[config.mk]
export PLATFORM = sky130hd
export DESIGN_NAME = hmi_frame_parser_flat
export DESIGN_NICKNAME = d
export VERILOG_FILES = /design/src/sv/hfp_pkg.sv /design/src/sv/hfp_if.sv /design/src/sv/hmi_frame_parser.sv /design/src/flat_wrapper.sv
export SDC_FILE = /design/constraint.sdc
export NUM_CORES = 1
export LEC_CHECK = 0
export BUFFER_PORTS_ARGS = -buffer_cell sky130_fd_sc_hd__buf_2
export CORE_MARGIN = 8
export CORE_UTILIZATION = 50
export CTS_CLUSTER_DIAMETER = 30
export DETAILED_ROUTE_END_ITERATION = 16
export PLACE_DENSITY = 0.71
export SLEW_MARGIN = 20
export SYNTH_ARGS = -nofsm -noshare
export SYNTH_HDL_FRONTEND = slang
export SYNTH_SLANG_ARGS = --single-unit
[constraint.sdc]
create_clock -name clk -period 3 [get_ports clk]
set_input_delay 0.45 -clock clk [delete_from_list [all_inputs] [get_ports clk]]
set_output_delay 0.45 -clock clk [all_outputs]
set_load 0.03 [all_outputs]
[src/sv/hfp_pkg.sv]
`timescale 1ns / 1ps
// hfp_pkg: widths, header bytes and mode codes for the HMI frame parser.
// No dependencies; imported by the channel interfaces and hmi_frame_parser.
package hfp_pkg;

  localparam int BYTE_W  = 8;
  localparam int DIST_W  = 9;
  localparam int ANGLE_W = 9;

  typedef logic [BYTE_W-1:0]         byte_t;
  typedef logic [DIST_W-1:0]         dist_t;
  typedef logic signed [ANGLE_W-1:0] angle_t;

  localparam byte_t HDR0_BYTE = 8'hAA;
  localparam byte_t HDR1_BYTE = 8'h55;
  localparam byte_t ARG_SKIP  = 8'hFF;

  localparam byte_t MODE_DIST  = 8'h01;
  localparam byte_t MODE_ANGLE = 8'h02;
  localparam byte_t MODE_START = 8'h03;

  localparam byte_t DIST_THRESH = 8'd200;
  localparam dist_t DIST_OFFSET = 9'd255;
  localparam dist_t DIST_RESET  = 9'd250;
  localparam byte_t ANGLE_WRAP  = 8'd128;
  localparam angle_t ANGLE_OFFSET = 9'sd255;

  // frame header, length byte and checksum byte around the payload
  localparam int HDR_LEN = 4;

endpackage

[src/sv/hfp_if.sv]
`timescale 1ns / 1ps
// hfp_in_if / hfp_out_if: valid/ready channels of the HMI frame parser.
// Depends on hfp_pkg for payload types.
interface hfp_in_if
  import hfp_pkg::*;
  ();
  logic  valid;
  logic  ready;
  byte_t rx_byte;
  logic  ack_start;

  modport source (output valid, rx_byte, ack_start, input ready);
  modport sink   (input valid, rx_byte, ack_start, output ready);
endinterface

interface hfp_out_if
  import hfp_pkg::*;
  ();
  logic   valid;
  logic   ready;
  logic   frame_done;
  logic   frame_good;
  byte_t  mode_value;
  dist_t  distance_value;
  angle_t angle_value;
  logic   start_flag;

  modport source (output valid, frame_done, frame_good, mode_value, distance_value,
                  angle_value, start_flag, input ready);
  modport sink   (input valid, frame_done, frame_good, mode_value, distance_value,
                  angle_value, start_flag, output ready);
endinterface

[src/sv/hmi_frame_parser.sv]
`timescale 1ns / 1ps
// hmi_frame_parser: byte-serial parser for 0xAA 0x55 L payload checksum frames.
// Depends on hfp_pkg and the channel interfaces in hfp_if.sv.
//
//   channel   dir  payload                                      handshake
//   in_ch     in   rx_byte[8], ack_start                        valid/ready
//   out_ch    out  frame_done, frame_good, mode_value[8],       valid/ready
//                  distance_value[9], angle_value[9] signed,
//                  start_flag
//
// One request per cycle while in_ch.ready is high; its result is registered into the
// output register on acceptance. A running checksum and byte counter keep this rate.
// in_ch.ready is low only while a result waits and out_ch.ready is low.
// rst_n (synchronous) clears counter, output valid, settings; distance to DIST_RESET.
module hmi_frame_parser
  import hfp_pkg::*;
#(
  parameter int MAX_PAYLOAD = 5
) (
  input  logic       clk,
  input  logic       rst_n,
  hfp_in_if.sink     in_ch,
  hfp_out_if.source  out_ch
);

  localparam int LIMIT_COUNT = MAX_PAYLOAD + HDR_LEN;
  localparam int CNT_W       = $clog2(LIMIT_COUNT + 1);

  logic [CNT_W-1:0] cnt_r, cnt_nxt;
  logic [CNT_W:0]   cnt_inc;
  byte_t  sum_r, sum_nxt;
  byte_t  hdr1_r, len_r, mode_byte_r, arg_r;
  byte_t  mode_r, mode_nxt;
  dist_t  dist_r, dist_nxt;
  angle_t angle_r, angle_nxt;
  logic   start_r, start_nxt;
  logic   out_valid_r;
  logic   done_nxt, good_nxt;
  logic   accept;
  byte_t  data, cur_mode, cur_arg;

  assign accept      = in_ch.valid && in_ch.ready;
  assign in_ch.ready = !out_valid_r || out_ch.ready;
  assign data        = in_ch.rx_byte;
  assign cnt_inc     = {1'b0, cnt_r} + {{CNT_W{1'b0}}, 1'b1};

  // entries 3 and 4 of the frame; entry 4 may be stale on a zero-length frame
  assign cur_mode = (cnt_r == CNT_W'(3)) ? data : mode_byte_r;
  assign cur_arg  = (cnt_r == CNT_W'(4)) ? data : arg_r;

  always_comb begin
    cnt_nxt   = cnt_inc[CNT_W-1:0];
    done_nxt  = 1'b0;
    good_nxt  = 1'b0;
    sum_nxt   = (cnt_r == '0) ? data : byte_t'(sum_r + data);
    mode_nxt  = mode_r;
    dist_nxt  = dist_r;
    angle_nxt = angle_r;
    start_nxt = in_ch.ack_start ? 1'b0 : start_r;

    if (cnt_r == CNT_W'(LIMIT_COUNT)) begin
      cnt_nxt = '0;
    end else if (cnt_r == '0 && data != HDR0_BYTE) begin
      cnt_nxt = '0;
    end else if (cnt_inc > (CNT_W+1)'(3)) begin
      if (hdr1_r != HDR1_BYTE) begin
        cnt_nxt = '0;
      end else if (9'(cnt_inc) >= ({1'b0, len_r} + 9'(HDR_LEN))) begin
        done_nxt = 1'b1;
        good_nxt = (sum_r == data);
        cnt_nxt  = '0;
      end
    end

    if (good_nxt) begin
      mode_nxt = cur_mode;
      if (cur_mode == MODE_DIST && cur_arg != ARG_SKIP) begin
        dist_nxt = (cur_arg < DIST_THRESH) ? dist_t'(DIST_OFFSET + {1'b0, cur_arg})
                                           : {1'b0, cur_arg};
      end
      if (cur_mode == MODE_ANGLE) begin
        angle_nxt = (cur_arg > ANGLE_WRAP) ? angle_t'($signed({1'b0, cur_arg}) - ANGLE_OFFSET)
                                           : $signed({1'b0, cur_arg});
      end
      if (cur_mode == MODE_START) begin
        start_nxt = 1'b1;
      end
    end
  end

  always_ff @(posedge clk) begin
    if (!rst_n) begin
      cnt_r   <= '0;
      mode_r  <= '0;
      dist_r  <= DIST_RESET;
      angle_r <= '0;
      start_r <= 1'b0;
      arg_r   <= '0;
    end else if (accept) begin
      cnt_r   <= cnt_nxt;
      mode_r  <= mode_nxt;
      dist_r  <= dist_nxt;
      angle_r <= angle_nxt;
      start_r <= start_nxt;
      if (cnt_r == CNT_W'(4)) begin
        arg_r <= data;
      end
    end
  end

  always_ff @(posedge clk) begin
    if (accept) begin
      sum_r <= sum_nxt;
      if (cnt_r == CNT_W'(1)) begin
        hdr1_r <= data;
      end
      if (cnt_r == CNT_W'(2)) begin
        len_r <= data;
      end
      if (cnt_r == CNT_W'(3)) begin
        mode_byte_r <= data;
      end
    end
  end

  always_ff @(posedge clk) begin
    if (!rst_n) begin
      out_valid_r <= 1'b0;
    end else if (accept) begin
      out_valid_r <= 1'b1;
    end else if (out_ch.ready) begin
      out_valid_r <= 1'b0;
    end
  end

  always_ff @(posedge clk) begin
    if (accept) begin
      out_ch.frame_done     <= done_nxt;
      out_ch.frame_good     <= good_nxt;
      out_ch.mode_value     <= mode_nxt;
      out_ch.distance_value <= dist_nxt;
      out_ch.angle_value    <= angle_nxt;
      out_ch.start_flag     <= start_nxt;
    end
  end

  assign out_ch.valid = out_valid_r;

  a_done_clears_count: assert property (@(posedge clk) disable iff (!rst_n)
    accept && done_nxt |=> cnt_r == '0)
    else $error("count not cleared after frame end");

  a_bad_hdr0: assert property (@(posedge clk) disable iff (!rst_n)
    accept && cnt_r == '0 && in_ch.rx_byte != HDR0_BYTE |=> cnt_r == '0)
    else $error("count advanced on bad first header byte");

  a_start_set: assert property (@(posedge clk) disable iff (!rst_n)
    accept && good_nxt && cur_mode == MODE_START |=> start_r && out_ch.start_flag)
    else $error("start flag not set by start frame");

  a_good_implies_done: assert property (@(posedge clk) disable iff (!rst_n)
    accept && good_nxt |=> out_ch.valid && out_ch.frame_done)
    else $error("good frame reported without frame end");

endmodule

[src/flat_wrapper.sv]
// flat-port wrapper written by rule: the top's interface ports become plain ports
module hmi_frame_parser_flat import hfp_pkg::*;
#(
  parameter int MAX_PAYLOAD = 5
)
  (clk, rst_n, in_ch_valid, in_ch_rx_byte, in_ch_ack_start, in_ch_ready, out_ch_valid, out_ch_frame_done, out_ch_frame_good, out_ch_mode_value, out_ch_distance_value, out_ch_angle_value, out_ch_start_flag, out_ch_ready);
  hfp_in_if in_ch_i ();
  hfp_out_if out_ch_i ();
  input  logic clk;
  input  logic rst_n;
  input wire logic [$bits(in_ch_i.valid)-1:0] in_ch_valid;
  input wire logic [$bits(in_ch_i.rx_byte)-1:0] in_ch_rx_byte;
  input wire logic [$bits(in_ch_i.ack_start)-1:0] in_ch_ack_start;
  output wire logic [$bits(in_ch_i.ready)-1:0] in_ch_ready;
  output wire logic [$bits(out_ch_i.valid)-1:0] out_ch_valid;
  output wire logic [$bits(out_ch_i.frame_done)-1:0] out_ch_frame_done;
  output wire logic [$bits(out_ch_i.frame_good)-1:0] out_ch_frame_good;
  output wire logic [$bits(out_ch_i.mode_value)-1:0] out_ch_mode_value;
  output wire logic [$bits(out_ch_i.distance_value)-1:0] out_ch_distance_value;
  output wire logic [$bits(out_ch_i.angle_value)-1:0] out_ch_angle_value;
  output wire logic [$bits(out_ch_i.start_flag)-1:0] out_ch_start_flag;
  input wire logic [$bits(out_ch_i.ready)-1:0] out_ch_ready;
  assign in_ch_i.valid = in_ch_valid;
  assign in_ch_i.rx_byte = in_ch_rx_byte;
  assign in_ch_i.ack_start = in_ch_ack_start;
  assign in_ch_ready = in_ch_i.ready;
  assign out_ch_valid = out_ch_i.valid;
  assign out_ch_frame_done = out_ch_i.frame_done;
  assign out_ch_frame_good = out_ch_i.frame_good;
  assign out_ch_mode_value = out_ch_i.mode_value;
  assign out_ch_distance_value = out_ch_i.distance_value;
  assign out_ch_angle_value = out_ch_i.angle_value;
  assign out_ch_start_flag = out_ch_i.start_flag;
  assign out_ch_i.ready = out_ch_ready;
  hmi_frame_parser #(.MAX_PAYLOAD(MAX_PAYLOAD)) u_core (.clk(clk), .rst_n(rst_n), .in_ch(in_ch_i), .out_ch(out_ch_i));
endmodule
==> flow_summary.toml <==
[status]
outcome = "complete, no violations"

[worst_setup_path]
regToRegEndpoint = "u_core.out_ch.distance_value[2]"
rrSetupSlack_ns = 0.05
crit_required_ns = 3.13
r2r_start = "u_core.len_r[3]"
startpoint_type = "flop"
cp_max_fo = 5
r2r_cells = 9
critPathSlowestCell = "or4_4"
cp_common_cell = "ha_2"
crit_buf_inv = 2
worst_path_largest_cell_delay_ns = 0.56
endpoint_kind = "flop"
cp_cell_sequence = "ha_2 > xnor2_2 > ha_2 > o21ai_1 > or4_4 > buf_6 > nor4_4 > buf_4 > mux2_2"
cp_top_family = "simple AND/OR/NAND/NOR gates"
path_class = "reg -> reg"
cp.arrival_ns = 3.08

[logic_synthesis]
synthTopCellsByArea = "edfxtp_1 (34%), dfxtp_1 (15%), mux2_2 (5.9%)"
syn_nets = 562
synth_top_area_frac = 0.3421
ys_seq_elements = 101
syn_area_um2 = 5355
ys_seq_area_frac = 0.4916
synthArstFlopShare = 0
synth_top_area_cell = "edfxtp_1"
synth_cells = 528
yosysWarnings = 0
synth_edf_count = 61
ys_types = 63
ys.flop_type = "edfxtp_1"
syn_avg_cell_area_um2 = 10.14

[placement]
postPlaceCellArea_um2 = 6161
portBuffers = 43
routabilityCongestion = 0.9345
post-dp-hpwl_mm = 9.632

[layout]
finish.net_count = 660
final_cell_mix = "buf_4 (70), nand2_1 (61), edfxtp_1 (61)"
layout_commonest_cell = "buf_4"
area_growth_pct = 20.51
drive_above_1_share = 0.2868
final_util = 0.6223
postLayoutCellArea_um2 = 6454
diodes = 0

[grt]
grt_max_degree = 38
antenna_found_initial = 0
grt_pass1_wl_mm = 21.69
track_usage = 0.1882
grt_overflow = 0
grt_pass1_vias = 4309

[pwr]
ir_worst_vdd_uv = 247.2
p_leak_nw = 2.520
p_per_area_nw_per_um2 = 414.5

[drt]
drtPass1Iterations = 7
post_drt_wl_per_cell_um = 17.44
avgViaCountPerCell = 5.682
ant_nets = 0
drc = 0
wl_mm = 13.38
first_iter_violations = 337
vias = 4358

[clocking]
clk_pin_slew_ns = 0.09
h-tree-depth = 3
cts_made_buffers = 9
clock_sinks = 101
cts_tree = "built"
cts_buffer_depth = 2
root_buffer = "clkbuf_8"
postCtsHoldBufs = 0
clock_latency_ns = 0.38

[timing]
worstMarginPinSlew_ns = 0.6288
setup_tns_ns = 0
drv_slew = 0
maxSlewHeadroom = 0.5688
timing.final.crit_share = 0.9848
fmax_mhz = 338.5
skew_ns = 0.01160
min_period_ns = 2.954
setup_viol = 0
hold_viol = 0

[worst_hold_path]
min_delay_path_depth = 3
hold_end = "u_core.out_ch.valid"
hold_path_class = "in -> reg"
min-delay-start = "in_ch_valid"

[die]
core_um2 = 10370
initial_utilization = 0.5164
pin_count = 44
die_area_um2 = 14280
die_x_um = 119.5
rows = 37
die_h_um = 119.5

[job]
maxCapViolations = 0
## power by group
group / internal, W / switching (W) / total (W)
clock: 0.000348 / 0.000458 / 0.000806
sequential: 0.00150 / 0.0000201 / 0.00152
combinational: 0.000128 / 0.000218 / 0.000346
## cells in the mapped netlist, types with 3 or more instances
| master | n |
|---|---|
| a41oi_1 | 3 |
| o21ai_0 | 24 |
| a21oi_1 | 34 |
| dfxtp_1 | 40 |
| a211oi_1 | 8 |
| xnor2_1 | 10 |
| nor2b_1 | 3 |
| edfxtp_1 | 61 |
| a21o_1 | 3 |
| a31oi_1 | 4 |
| nor3_1 | 15 |
| clkbuf_1 | 21 |
| nand3b_1 | 3 |
| or4_1 | 4 |
| mux2_2 | 28 |
| nand2_1 | 61 |
| nor4_1 | 4 |
| inv_1 | 20 |
| mux2i_1 | 14 |
| nand4_1 | 14 |
| xor2_1 | 8 |
| ha_1 | 20 |
| nor2_1 | 37 |
| buf_2 | 7 |
| and2_1 | 3 |
| nand3_1 | 25 |
| and3_1 | 6 |
| nand2b_1 | 3 |
## state kept, by name, summed over array words and instances (netlist names), 9 cells and up
| signal | flops |
|---|---|
| u_core.angle_r | 9 |
| u_core.dist_r | 9 |
| u_core.out_ch.angle_value | 9 |
| u_core.out_ch.distance_value | 9 |
## cell families (layout without fill, tap and decap cells)
| family | count (synthesis) | count (layout) | synth area share |
|---|---|---|---|
| simple gates | 199 | 199 | 0.1937 |
| flops | 101 | 101 | 0.4916 |
| compound gates | 98 | 98 | 0.1136 |
| buf+inv | 49 | 152 | 0.03621 |
| mux | 42 | 42 | 0.08505 |
| fa+ha+maj | 21 | 21 | 0.05047 |
| xor+xnor | 18 | 18 | 0.02944 |
## layout make-up
cell class                 instances  area [um^2]
fill                             882         3916
clock inverter                     3        21.27
clock buffer                      13        158.9
sequential                       101         2638
timing repair buffer             116        774.5
tap                              136        170.2
multi-input combinational        378         2616
inverter                          20        75.07
## worst register-to-register path: stages, from the launching register on
cell	delay [ns]
edfxtp_1	0.42
ha_2	0.23
xnor2_2	0.13
ha_2	0.31
o21ai_1	0.07
or4_4	0.56
buf_6	0.16
nor4_4	0.32
buf_4	0.20
mux2_2	0.32
## worst max-delay path by stage
| stage | from | endpoint | depth (start not counted) |
|---|---|---|---|
| floorplan | u_core.cnt_r[3] | u_core.out_ch.mode_value[2] | 11 |
| global placement | in_ch_rx_byte[2] | u_core.out_ch.distance_value[2] | 9 |
| detailed placement | in_ch_rx_byte[2] | u_core.out_ch.distance_value[8] | 9 |
| CTS | u_core.cnt_r[1] | u_core.out_ch.angle_value[5] | 12 |
| global route | u_core.len_r[3] | u_core.out_ch.distance_value[2] | 9 |
| finish | u_core.len_r[3] | u_core.out_ch.distance_value[2] | 9 |
## per-layer routing
metal  vias up  share of wire  global-route usage  wire (um)
li1       2139              -                   -          -
met5         -              0                   0          0
met2       130           0.45              0.2899       6043
met4         0          0.019             0.08119        253
met1      2071           0.47              0.2566       6304
met3        18          0.058             0.03141        773
## through the flow
step	worst slack (ns)	hold slack, ns	total power, W	instances
3_5_place_dp	-0.1698	0.4446	0.001894	745
2_1_floorplan	-0.006294	0.4294	0.001760	528
5_1_grt	-0.02276	0.3216	0.002781	767
6_report	0.04554	0.3385	0.002675	767
3_3_place_gp	-0.1350	0.4358	0.001888	745
4_1_cts	0.0003939	0.3170	0.002693	761
## what timing repair did
action                     4_1_cts  5_1_grt
setup endpoints to repair       27       31
pin swaps                        1        8
buffers inserted                 0        5
cloned                           0        1
resized for setup                5       13
No activity file was read; power rests on OpenSTA's default activity.
